## src/pbil_pkg.sv

```systemverilog
package pbil_pkg;

    // Result kinds
    localparam logic [1:0] KIND_PIXEL     = 2'd0;
    localparam logic [1:0] KIND_HEADER    = 2'd1;
    localparam logic [1:0] KIND_BAD_MAGIC = 2'd2;
    localparam logic [1:0] KIND_OVERSIZE  = 2'd3;

    // Characters of the file format
    localparam logic [7:0] CHAR_P    = 8'h50;
    localparam logic [7:0] CHAR_5    = 8'h35;
    localparam logic [7:0] CHAR_6    = 8'h36;
    localparam logic [7:0] CHAR_HASH = 8'h23;
    localparam logic [7:0] CHAR_LF   = 8'h0A;
    localparam logic [7:0] CHAR_CR   = 8'h0D;
    localparam logic [7:0] CHAR_0    = 8'h30;
    localparam logic [7:0] CHAR_9    = 8'h39;

    typedef struct packed {
        logic [7:0] byte_in;
        logic       file_start;
    } t_in_item;

    typedef struct packed {
        logic [1:0]  kind;
        logic [23:0] address;
        logic [7:0]  pixel_byte;
        logic [11:0] image_width;
        logic [11:0] image_height;
        logic [15:0] max_value;
        logic        grey;
        logic        last;
    } t_out_item;

    typedef enum logic [3:0] {
        PH_MAGIC_P,
        PH_MAGIC_D,
        PH_WIDTH,
        PH_HEIGHT,
        PH_MAXVAL,
        PH_PIXELS,
        PH_IDLE,
        PH_SIZE_MUL,
        PH_SIZE_FIN
    } t_phase;

    typedef enum logic [2:0] {
        OP_NONE,
        OP_GREY,
        OP_HDR_W,
        OP_HDR_H,
        OP_HDR_M,
        OP_PIX,
        OP_MUL,
        OP_FIN
    } t_dp_op;

    typedef struct packed {
        logic       clear;
        t_dp_op     op;
        logic       emit;
        logic [1:0] kind;
    } t_dp_cmd;

    typedef struct packed {
        logic file_start;
        logic is_p;
        logic is_magic_digit;
        logic sep;
        logic over;
        logic last;
        logic total_zero;
        logic out_free;
    } t_dp_sts;

endpackage

```

## src/pnm_binary_image_loader_core.sv

```systemverilog
// Binary greyscale (P5) and colour (P6) image file loader. File bytes arrive one per
// transfer on the input channel; a byte with file_start set restarts the parse and is
// taken as the first magic byte. The header (magic, width, height, maximum value, with
// whitespace and '#' comments to end of line skipped) produces no results until it
// completes, then one "header done" result, followed by one pixel result per data byte
// carrying its store address (rows bottom-up when flip_rows was set at header end).
// Bad magic or a width/height over MAX_DIM yields one error result; afterwards, and
// after the final pixel byte, bytes are taken and dropped until the next file start.
// Rate: one byte per clock in each parse phase while the output register can take a result;
// after the byte that ends the maximum value, input pauses for the row-length by height
// multiply that sizes the image, then for loading the address counters and issuing the
// header result. Results leave through a single output register, in the cycle after the
// byte's transfer; input is held off while that register is full and not being drained.
module pnm_binary_image_loader_core #(
    parameter int MAX_DIM = 2048
) (
    input  logic                i_clk,
    input  logic                i_rst_n,
    input  logic                i_in_valid,
    output logic                o_in_ready,
    input  pbil_pkg::t_in_item  i_in_item,
    output logic                o_out_valid,
    input  logic                i_out_ready,
    output pbil_pkg::t_out_item o_out_item,
    input  logic                i_cfg_we,
    input  logic                i_cfg_wdata
);
    import pbil_pkg::*;

    // command and status between sequencer and datapath
    t_dp_cmd w_cmd;
    t_dp_sts w_sts;

    pbil_ctrl u_ctrl (
        .i_clk      (i_clk),
        .i_rst_n    (i_rst_n),
        .i_in_valid (i_in_valid),
        .o_in_ready (o_in_ready),
        .i_sts      (w_sts),
        .o_cmd      (w_cmd)
    );

    // header registers, address counters, size multiply and the result register
    pbil_datapath #(
        .MAX_DIM (MAX_DIM)
    ) u_datapath (
        .i_clk       (i_clk),
        .i_rst_n     (i_rst_n),
        .i_in_item   (i_in_item),
        .i_cfg_we    (i_cfg_we),
        .i_cfg_wdata (i_cfg_wdata),
        .i_cmd       (w_cmd),
        .o_sts       (w_sts),
        .o_out_valid (o_out_valid),
        .i_out_ready (i_out_ready),
        .o_out_item  (o_out_item)
    );

endmodule

```

## src/pbil_datapath.sv

```systemverilog
module pbil_datapath #(
    parameter int MAX_DIM = 2048
) (
    input  logic                i_clk,
    input  logic                i_rst_n,
    input  pbil_pkg::t_in_item  i_in_item,
    input  logic                i_cfg_we,
    input  logic                i_cfg_wdata,
    input  pbil_pkg::t_dp_cmd   i_cmd,
    output pbil_pkg::t_dp_sts   o_sts,
    output logic                o_out_valid,
    input  logic                i_out_ready,
    output pbil_pkg::t_out_item o_out_item
);
    import pbil_pkg::*;

    localparam logic [15:0] MaxDimVal = 16'(MAX_DIM);

    logic        r_flip_rows, n_flip_rows;
    logic        r_flip_active, n_flip_active;
    logic        r_grey, n_grey;
    logic [15:0] r_accum, n_accum;
    logic        r_digit_seen, n_digit_seen;
    logic        r_comment, n_comment;
    logic [11:0] r_width, n_width;
    logic [11:0] r_height, n_height;
    logic [15:0] r_maxval, n_maxval;
    logic [23:0] r_addr, n_addr;
    logic [13:0] r_row_cnt, n_row_cnt;
    logic [23:0] r_remaining, n_remaining;
    logic [23:0] r_total, n_total;
    logic        r_out_valid, n_out_valid;
    t_out_item   r_out_item, n_out_item;

    logic [7:0]  w_byte;
    logic        w_is_digit;
    logic        w_is_hash;
    logic        w_is_eol;
    logic [3:0]  w_digit;
    logic [19:0] w_acc_wide;
    logic [13:0] w_rowlen;
    logic [13:0] w_row_cnt_inc;
    logic        w_row_end;
    logic        w_sep;
    logic        w_over;
    logic [25:0] w_product;
    logic        w_out_free;
    logic        w_is_pixel;

    assign w_byte        = i_in_item.byte_in;
    assign w_is_digit    = (w_byte >= CHAR_0) && (w_byte <= CHAR_9);
    assign w_is_hash     = (w_byte == CHAR_HASH);
    assign w_is_eol      = (w_byte == CHAR_LF) || (w_byte == CHAR_CR);
    assign w_digit       = 4'(w_byte - CHAR_0);
    // accum * 10 + digit as shift-add
    assign w_acc_wide    = ({4'b0, r_accum} << 3) + ({4'b0, r_accum} << 1) + 20'(w_digit);
    assign w_rowlen      = r_grey ? 14'(r_width) : (14'(r_width) << 1) + 14'(r_width);
    assign w_row_cnt_inc = r_row_cnt + 14'd1;
    assign w_row_end     = (w_row_cnt_inc >= w_rowlen);
    assign w_sep         = !r_comment && !w_is_digit && r_digit_seen;
    assign w_over        = (r_accum > MaxDimVal);
    assign w_product     = 26'(w_rowlen) * 26'(r_height);
    assign w_out_free    = !r_out_valid || i_out_ready;
    assign w_is_pixel    = (i_cmd.kind == KIND_PIXEL);

    always_comb begin
        n_flip_rows   = r_flip_rows;
        n_flip_active = r_flip_active;
        n_grey        = r_grey;
        n_accum       = r_accum;
        n_digit_seen  = r_digit_seen;
        n_comment     = r_comment;
        n_width       = r_width;
        n_height      = r_height;
        n_maxval      = r_maxval;
        n_addr        = r_addr;
        n_row_cnt     = r_row_cnt;
        n_remaining   = r_remaining;
        n_total       = r_total;

        if (i_cfg_we) begin
            n_flip_rows = i_cfg_wdata;
        end

        if (i_cmd.clear) begin
            n_flip_active = 1'b0;
            n_grey        = 1'b0;
            n_accum       = '0;
            n_digit_seen  = 1'b0;
            n_comment     = 1'b0;
            n_width       = '0;
            n_height      = '0;
            n_maxval      = '0;
            n_addr        = '0;
            n_row_cnt     = '0;
            n_remaining   = '0;
        end

        unique case (i_cmd.op)
            OP_NONE: begin
            end
            OP_GREY: begin
                n_grey = (w_byte == CHAR_5);
            end
            OP_HDR_W, OP_HDR_H, OP_HDR_M: begin
                if (r_comment) begin
                    if (w_is_eol) begin
                        n_comment = 1'b0;
                    end
                end else if (w_is_digit) begin
                    n_accum      = (w_acc_wide > 20'hFFFF) ? 16'hFFFF : w_acc_wide[15:0];
                    n_digit_seen = 1'b1;
                end else if (!r_digit_seen) begin
                    if (w_is_hash) begin
                        n_comment = 1'b1;
                    end
                end else begin
                    n_accum      = '0;
                    n_digit_seen = 1'b0;
                    if (i_cmd.op == OP_HDR_M) begin
                        n_maxval = r_accum;
                    end else begin
                        // drop the comment when the number is rejected
                        n_comment = w_is_hash && !w_over;
                        if (!w_over) begin
                            if (i_cmd.op == OP_HDR_W) begin
                                n_width = r_accum[11:0];
                            end else begin
                                n_height = r_accum[11:0];
                            end
                        end
                    end
                end
            end
            OP_PIX: begin
                n_remaining = r_remaining - 24'd1;
                if (w_row_end) begin
                    n_row_cnt = '0;
                    n_addr    = r_flip_active ?
                                r_addr + 24'd1 - {9'b0, w_rowlen, 1'b0} : r_addr + 24'd1;
                end else begin
                    n_row_cnt = w_row_cnt_inc;
                    n_addr    = r_addr + 24'd1;
                end
            end
            OP_MUL: begin
                n_total       = w_product[23:0];
                n_flip_active = r_flip_rows;
            end
            OP_FIN: begin
                n_remaining = r_total;
                n_row_cnt   = '0;
                n_addr      = r_flip_active ? r_total - 24'(w_rowlen) : 24'd0;
            end
        endcase
    end

    // Output register: header fields after this update; address before it
    always_comb begin
        n_out_valid = r_out_valid;
        n_out_item  = r_out_item;
        if (i_cmd.emit) begin
            n_out_valid             = 1'b1;
            n_out_item.kind         = i_cmd.kind;
            n_out_item.address      = w_is_pixel ? r_addr : 24'd0;
            n_out_item.pixel_byte   = w_is_pixel ? w_byte : 8'd0;
            n_out_item.last         = w_is_pixel && (r_remaining == 24'd1);
            n_out_item.image_width  = n_width;
            n_out_item.image_height = n_height;
            n_out_item.max_value    = n_maxval;
            n_out_item.grey         = n_grey;
        end else if (i_out_ready) begin
            n_out_valid = 1'b0;
        end
    end

    always_ff @(posedge i_clk) begin
        if (!i_rst_n) begin
            r_flip_rows   <= 1'b0;
            r_flip_active <= 1'b0;
            r_grey        <= 1'b0;
            r_accum       <= '0;
            r_digit_seen  <= 1'b0;
            r_comment     <= 1'b0;
            r_width       <= '0;
            r_height      <= '0;
            r_maxval      <= '0;
            r_addr        <= '0;
            r_row_cnt     <= '0;
            r_remaining   <= '0;
            r_out_valid   <= 1'b0;
        end else begin
            r_flip_rows   <= n_flip_rows;
            r_flip_active <= n_flip_active;
            r_grey        <= n_grey;
            r_accum       <= n_accum;
            r_digit_seen  <= n_digit_seen;
            r_comment     <= n_comment;
            r_width       <= n_width;
            r_height      <= n_height;
            r_maxval      <= n_maxval;
            r_addr        <= n_addr;
            r_row_cnt     <= n_row_cnt;
            r_remaining   <= n_remaining;
            r_out_valid   <= n_out_valid;
        end
    end

    always_ff @(posedge i_clk) begin
        r_total    <= n_total;
        r_out_item <= n_out_item;
    end

    assign o_sts.file_start     = i_in_item.file_start;
    assign o_sts.is_p           = (w_byte == CHAR_P);
    assign o_sts.is_magic_digit = (w_byte == CHAR_5) || (w_byte == CHAR_6);
    assign o_sts.sep            = w_sep;
    assign o_sts.over           = w_over;
    assign o_sts.last           = (r_remaining == 24'd1);
    assign o_sts.total_zero     = (r_total == 24'd0);
    assign o_sts.out_free       = w_out_free;

    assign o_out_valid = r_out_valid;
    assign o_out_item  = r_out_item;

    a_pix_has_bytes: assert property (@(posedge i_clk) disable iff (!i_rst_n)
        i_cmd.op == OP_PIX |-> r_remaining != 24'd0)
        else $error("pixel step with no bytes remaining");

    a_no_overwrite: assert property (@(posedge i_clk) disable iff (!i_rst_n)
        i_cmd.emit |-> (!r_out_valid || i_out_ready))
        else $error("result register overwritten before transfer");

endmodule

```

## src/pbil_ctrl.sv

```systemverilog
module pbil_ctrl (
    input  logic              i_clk,
    input  logic              i_rst_n,
    input  logic              i_in_valid,
    output logic              o_in_ready,
    input  pbil_pkg::t_dp_sts i_sts,
    output pbil_pkg::t_dp_cmd o_cmd
);
    import pbil_pkg::*;

    t_phase r_phase, n_phase;
    t_phase w_eff_phase;
    logic   w_accepting;
    logic   w_accept;

    assign w_accepting = (r_phase != PH_SIZE_MUL) && (r_phase != PH_SIZE_FIN);
    assign w_accept    = i_in_valid && o_in_ready;
    // a file start restarts the parse at the first magic byte
    assign w_eff_phase = i_sts.file_start ? PH_MAGIC_P : r_phase;

    always_comb begin
        n_phase = r_phase;
        unique case (r_phase)
            PH_SIZE_MUL: begin
                n_phase = PH_SIZE_FIN;
            end
            PH_SIZE_FIN: begin
                if (i_sts.out_free) begin
                    n_phase = i_sts.total_zero ? PH_IDLE : PH_PIXELS;
                end
            end
            PH_MAGIC_P, PH_MAGIC_D, PH_WIDTH, PH_HEIGHT, PH_MAXVAL, PH_PIXELS,
            PH_IDLE: begin
                if (w_accept) begin
                    unique case (w_eff_phase)
                        PH_MAGIC_P: begin
                            n_phase = i_sts.is_p ? PH_MAGIC_D : PH_IDLE;
                        end
                        PH_MAGIC_D: begin
                            n_phase = i_sts.is_magic_digit ? PH_WIDTH : PH_IDLE;
                        end
                        PH_WIDTH: begin
                            if (i_sts.sep) begin
                                n_phase = i_sts.over ? PH_IDLE : PH_HEIGHT;
                            end
                        end
                        PH_HEIGHT: begin
                            if (i_sts.sep) begin
                                n_phase = i_sts.over ? PH_IDLE : PH_MAXVAL;
                            end
                        end
                        PH_MAXVAL: begin
                            if (i_sts.sep) begin
                                n_phase = PH_SIZE_MUL;
                            end
                        end
                        PH_PIXELS: begin
                            if (i_sts.last) begin
                                n_phase = PH_IDLE;
                            end
                        end
                        PH_IDLE, PH_SIZE_MUL, PH_SIZE_FIN: begin
                            n_phase = w_eff_phase;
                        end
                    endcase
                end
            end
        endcase
    end

    always_comb begin
        o_in_ready = w_accepting && i_sts.out_free;
        o_cmd      = '{clear: 1'b0, op: OP_NONE, emit: 1'b0, kind: KIND_PIXEL};
        if (r_phase == PH_SIZE_MUL) begin
            o_cmd.op = OP_MUL;
        end else if (r_phase == PH_SIZE_FIN) begin
            if (i_sts.out_free) begin
                o_cmd.op   = OP_FIN;
                o_cmd.emit = 1'b1;
                o_cmd.kind = KIND_HEADER;
            end
        end else if (w_accept) begin
            o_cmd.clear = i_sts.file_start;
            unique case (w_eff_phase)
                PH_MAGIC_P: begin
                    if (!i_sts.is_p) begin
                        o_cmd.emit = 1'b1;
                        o_cmd.kind = KIND_BAD_MAGIC;
                    end
                end
                PH_MAGIC_D: begin
                    if (i_sts.is_magic_digit) begin
                        o_cmd.op = OP_GREY;
                    end else begin
                        o_cmd.emit = 1'b1;
                        o_cmd.kind = KIND_BAD_MAGIC;
                    end
                end
                PH_WIDTH, PH_HEIGHT: begin
                    o_cmd.op = (w_eff_phase == PH_WIDTH) ? OP_HDR_W : OP_HDR_H;
                    if (i_sts.sep && i_sts.over) begin
                        o_cmd.emit = 1'b1;
                        o_cmd.kind = KIND_OVERSIZE;
                    end
                end
                PH_MAXVAL: begin
                    o_cmd.op = OP_HDR_M;
                end
                PH_PIXELS: begin
                    o_cmd.op   = OP_PIX;
                    o_cmd.emit = 1'b1;
                    o_cmd.kind = KIND_PIXEL;
                end
                PH_IDLE, PH_SIZE_MUL, PH_SIZE_FIN: begin
                end
            endcase
        end
    end

    always_ff @(posedge i_clk) begin
        if (!i_rst_n) begin
            r_phase <= PH_MAGIC_P;
        end else begin
            r_phase <= n_phase;
        end
    end

    a_mul_then_fin: assert property (@(posedge i_clk) disable iff (!i_rst_n)
        r_phase == PH_SIZE_MUL |=> r_phase == PH_SIZE_FIN)
        else $error("size multiply not followed by header finish");

    a_no_accept_in_size: assert property (@(posedge i_clk) disable iff (!i_rst_n)
        (r_phase == PH_SIZE_MUL || r_phase == PH_SIZE_FIN) |-> !o_in_ready)
        else $error("input taken during size computation");

    a_last_goes_idle: assert property (@(posedge i_clk) disable iff (!i_rst_n)
        (w_accept && !i_sts.file_start && r_phase == PH_PIXELS && i_sts.last)
        |=> r_phase == PH_IDLE)
        else $error("parse not idle after final pixel byte");

endmodule
```

## config.mk

```make
export PLATFORM = sky130hd
export DESIGN_NAME = pnm_binary_image_loader_core
export DESIGN_NICKNAME = d
export VERILOG_FILES = /design/src/pbil_pkg.sv /design/src/pnm_binary_image_loader_core.sv /design/src/pbil_datapath.sv /design/src/pbil_ctrl.sv
export SDC_FILE = /design/constraint.sdc
export NUM_CORES = 1
export LEC_CHECK = 0
export CAP_MARGIN = 20
export CORE_UTILIZATION = 27
export CTS_BUF_LIST = sky130_fd_sc_hd__clkbuf_4
export DETAILED_ROUTE_END_ITERATION = 7
export DONT_BUFFER_PORTS = 1
export PLACE_DENSITY = 0.49
export SETUP_SLACK_MARGIN = 0.5
export SYNTH_ARGS = -nofsm -noshare
export SYNTH_HDL_FRONTEND = slang
export SYNTH_SLANG_ARGS = --single-unit
```

## constraint.sdc

```tcl
create_clock -name i_clk -period 7.03 [get_ports i_clk]
set_clock_uncertainty 0.1 [all_clocks]
set_input_delay 0.703 -clock i_clk [delete_from_list [all_inputs] [get_ports i_clk]]
set_output_delay 0.703 -clock i_clk [all_outputs]
set_load 0.01 [all_outputs]
```

==> flow_summary.ini <==
[floorplanning]
die_area_mm2 = 0.07053
die_y_um = 265.6
ios = 93
start_util = 0.2730
fp-row-count = 96
die_x_um = 265.6
core_mm2 = 0.06871

[drt]
routedWlPerCell_um = 18.02
vias = 15360
finalWirelength_mm = 56.10
antenna_left = 0
first_pass_iters = 5
first_iter_violations = 1025
drc = 0
drt-vias-per-instance = 4.931

[cts]
clkLatencyLatePin_ns = 0.75
clockRootBuffer = clkbuf_4
cts_tree = yes
path_clk_slew_ns = 0.06
cts_buffer_depth = 3
cts_sinks = 228
cts_buffers = 67
htreeDepth = 3

[logic_synthesis]
netlist_instances = 2096
syn_area_per_cell_um2 = 8.949
ys_warn_count = 0
yosysTopAreaCellShare = 0.1601
synth_flop_cell = dfxtp_1
netlist_area_mm2 = 0.01876
yosysUniqueCellTypes = 77
yosysMostFrequentCell = nand2_1
yosysTopAreaCell = edfxtp_1
synthTopCellsByArea = edfxtp_1 16%, dfxtp_1 14%, fa_1 13%, ha_1 9.6%, and2_1 5.4%
seq_area_frac_synth = 0.2967
synth_edf_count = 100
synthArstFlopShare = 0
synth_commonest_cells = 248 x nand2_1, 191 x inv_1, 161 x and2_1, 144 x ha_1, 128 x dfxtp_1
ys_seq_elements = 228
synthesis.nets = 2379

[placed_design]
placed_cells = 2956
gp_congestion = 0.8802
port_buffers = 0
hpwl_mm = 41.01

[layout]
area_growth_pct = 13.22
fillers = 7278
layout.nets = 2412
final_cells = 3114
regArea_mm2 = 0.005572
layout-drive-gt1-share = 0.1127
multi_input_area_mm2 = 0.01233

[worst_setup_path]
crit_fanout = 5
arrival_ns = 7.07
end_kind = flop
start_kind = flop
critical_path_class = flop to flop
crit_required_ns = 7.43

[pwr]
p_seq_frac = 0.496
cell_internal_pwr_w = 0.002237
combPwrFrac = 0.048
pwr-share-clk = 0.456
p_sw_w = 0.0007628
vdd_drop_max_uv = 92.95
netSwitchingFraction = 0.2543
p_per_area_mw_per_mm2 = 141.3
p_leak_nw = 8.772

[timing]
maxSlewViolCount = 0
rsz0062_at_grt = yes
fmax_mhz = 150.0
fin_crit_sh = 0.9486
tightestPinTransition_ns = 1.032
setup_viol = 0
hold_violations = 0
final.min_clock_period_ns = 6.668
slew_headroom = 0.3101
setup_tns_ns = 0

[global_route]
grt_overflow = 0
antenna_found_initial = 2
grt_first_pass_wirelength_mm = 88.93
grt_usage = 0.1602
grt_pass1_vias = 15520
grt_max_degree = 64

[flow_run]
cap_violations = 0

[status]
status = finished, final reports clean

[min_path]
min_path_type = input pin to flop
[path summary, 6_finish.rpt]
check | start | endpoint | slack (ns) | depth (start not counted)
hold reg to reg | u_datapath.r_flip_rows$_SDFFE_PN0P_ | u_datapath.r_flip_active$_SDFFE_PN0P_ | 0.36 | 2
setup reg to reg | u_datapath.r_width[1]$_SDFF_PN0_ | u_datapath.r_total[22]$_DFFE_PN_ | 0.36 | 27
hold / removal | i_in_item[3] | u_datapath.o_out_item[44]$_SDFFCE_PN0P_ | 0.1 | 1
setup / recovery | u_datapath.r_width[1]$_SDFF_PN0_ | u_datapath.r_total[22]$_DFFE_PN_ | 0.36 | 27
[stage by stage]
step / hold WS (ns) / utilization / total power, W / area (um2) / worst slack, ns
finish: 0.09755 / 0.3091 / 0.003000 / 21240 / 0.3615
global route: 0.03720 / 0.3091 / 0.003136 / 21240 / 0.04971
CTS: 0.006979 / 0.3076 / 0.003053 / 21130 / 0.3860
detailed placement: 0.3478 / 0.2888 / 0.001650 / 19840 / 0.04765
global placement: 0.3467 / 0.2886 / 0.001648 / 19830 / 0.1872
floorplan: 0.3313 / - / 0.001608 / 18860 / 0.4561
[layout make-up]
class                   count  area share
flip-flops and latches    228      0.2624
inverters                 193     0.03417
multi-input cells        1577      0.5807
well taps                 931     0.05485
clock buffers             100     0.03535
diodes                      1   0.0001178
repair buffers             62     0.02475
clock inverters            22    0.007659
[cell families (layout without fill, tap and decap cells)]
| group | count (synthesis) | after routing | share of synthesized area |
|---|---|---|---|
| AOI/OAI and AO/OA | 421 | 421 | 0.1481 |
| xor gates and xnor gates | 102 | 102 | 0.04763 |
| adders and majority gates | 268 | 268 | 0.2284 |
| buffers and inverters | 291 | 377 | 0.06044 |
| DFF | 228 | 228 | 0.2967 |
| muxes | 12 | 12 | 0.006871 |
| other | 0 | 1 | 0 |
| and+or+nand+nor | 774 | 774 | 0.2119 |
[critical path: stages, from the launching register on]
cell and delay (ns):
dfxtp_4 0.38, ha_4 0.18, fa_2 0.33, a211o_1 0.35, a2111oi_4 0.38, o31ai_2 0.10, or2_4 0.24, xor2_1 0.13
o21ai_1 0.12, buf_4 0.16, nand2_2 0.06, fa_1 0.50, inv_1 0.05, fa_1 0.46, fa_1 0.49, fa_1 0.49
inv_1 0.05, fa_1 0.49, inv_2 0.05, ha_4 0.22, a21o_1 0.18, a21oi_4 0.19, buf_4 0.14, nand2_2 0.05
nor3_4 0.19, o31ai_1 0.11, a21oi_1 0.15, xnor2_1 0.08
[repair_timing]
action                                 4_1_cts  5_1_grt
setup endpoints to repair                    8       11
hold buffers                                 9        0
resized for setup                           22       12
endpoints found under the hold margin       57        0
pin swaps                                   26        4
cloned                                       0        0
setup buffers                               21        3
[registers in the layout, summed over array words and instances (netlist names), 4 cells and up]
name and count:
u_datapath.r_width 12, u_datapath.r_maxval 16, u_datapath.r_addr 24, u_datapath.r_remaining 24, u_datapath.r_accum 16, u_datapath.r_row_cnt 14
u_datapath.o_out_item 76, u_datapath.r_total 24, u_datapath.r_height 12, u_ctrl.r_phase 4
[power by group through the flow]
stage	sequential [W]	combinational, W	clock [W]
6_report	0.00149	0.000145	0.00137
5_1_grt	0.00149	0.000161	0.00148
4_1_cts	0.00149	0.000145	0.00142
3_5_place_dp	0.00152	0.000134	0
3_3_place_gp	0.00152	0.000131	0
2_1_floorplan	0.00150	0.000107	0
[cells in the final DEF (no fill, tap or decap), types with 23 or more instances in the layout]
cell	count
xor2_1	35
ha_1	135
inv_1	187
nand3_1	48
dfxtp_1	125
o21ai_0	89
a21oi_1	99
buf_4	49
nand2_1	244
nor4_1	23
fa_1	123
and2_1	160
o21a_1	23
edfxtp_1	100
nor2_1	111
clkbuf_4	100
xnor2_1	67
nor3_1	35
[per-layer routing]
layer,vias to the layer above,global-route usage,part of all wire
li1,7387,-,-
met1,7491,0.2156,0.47
met2,386,0.2606,0.46
met3,92,0.02574,0.044
met4,0,0.05188,0.025
met5,-,0,0
(Power assumes the default switching activity.)
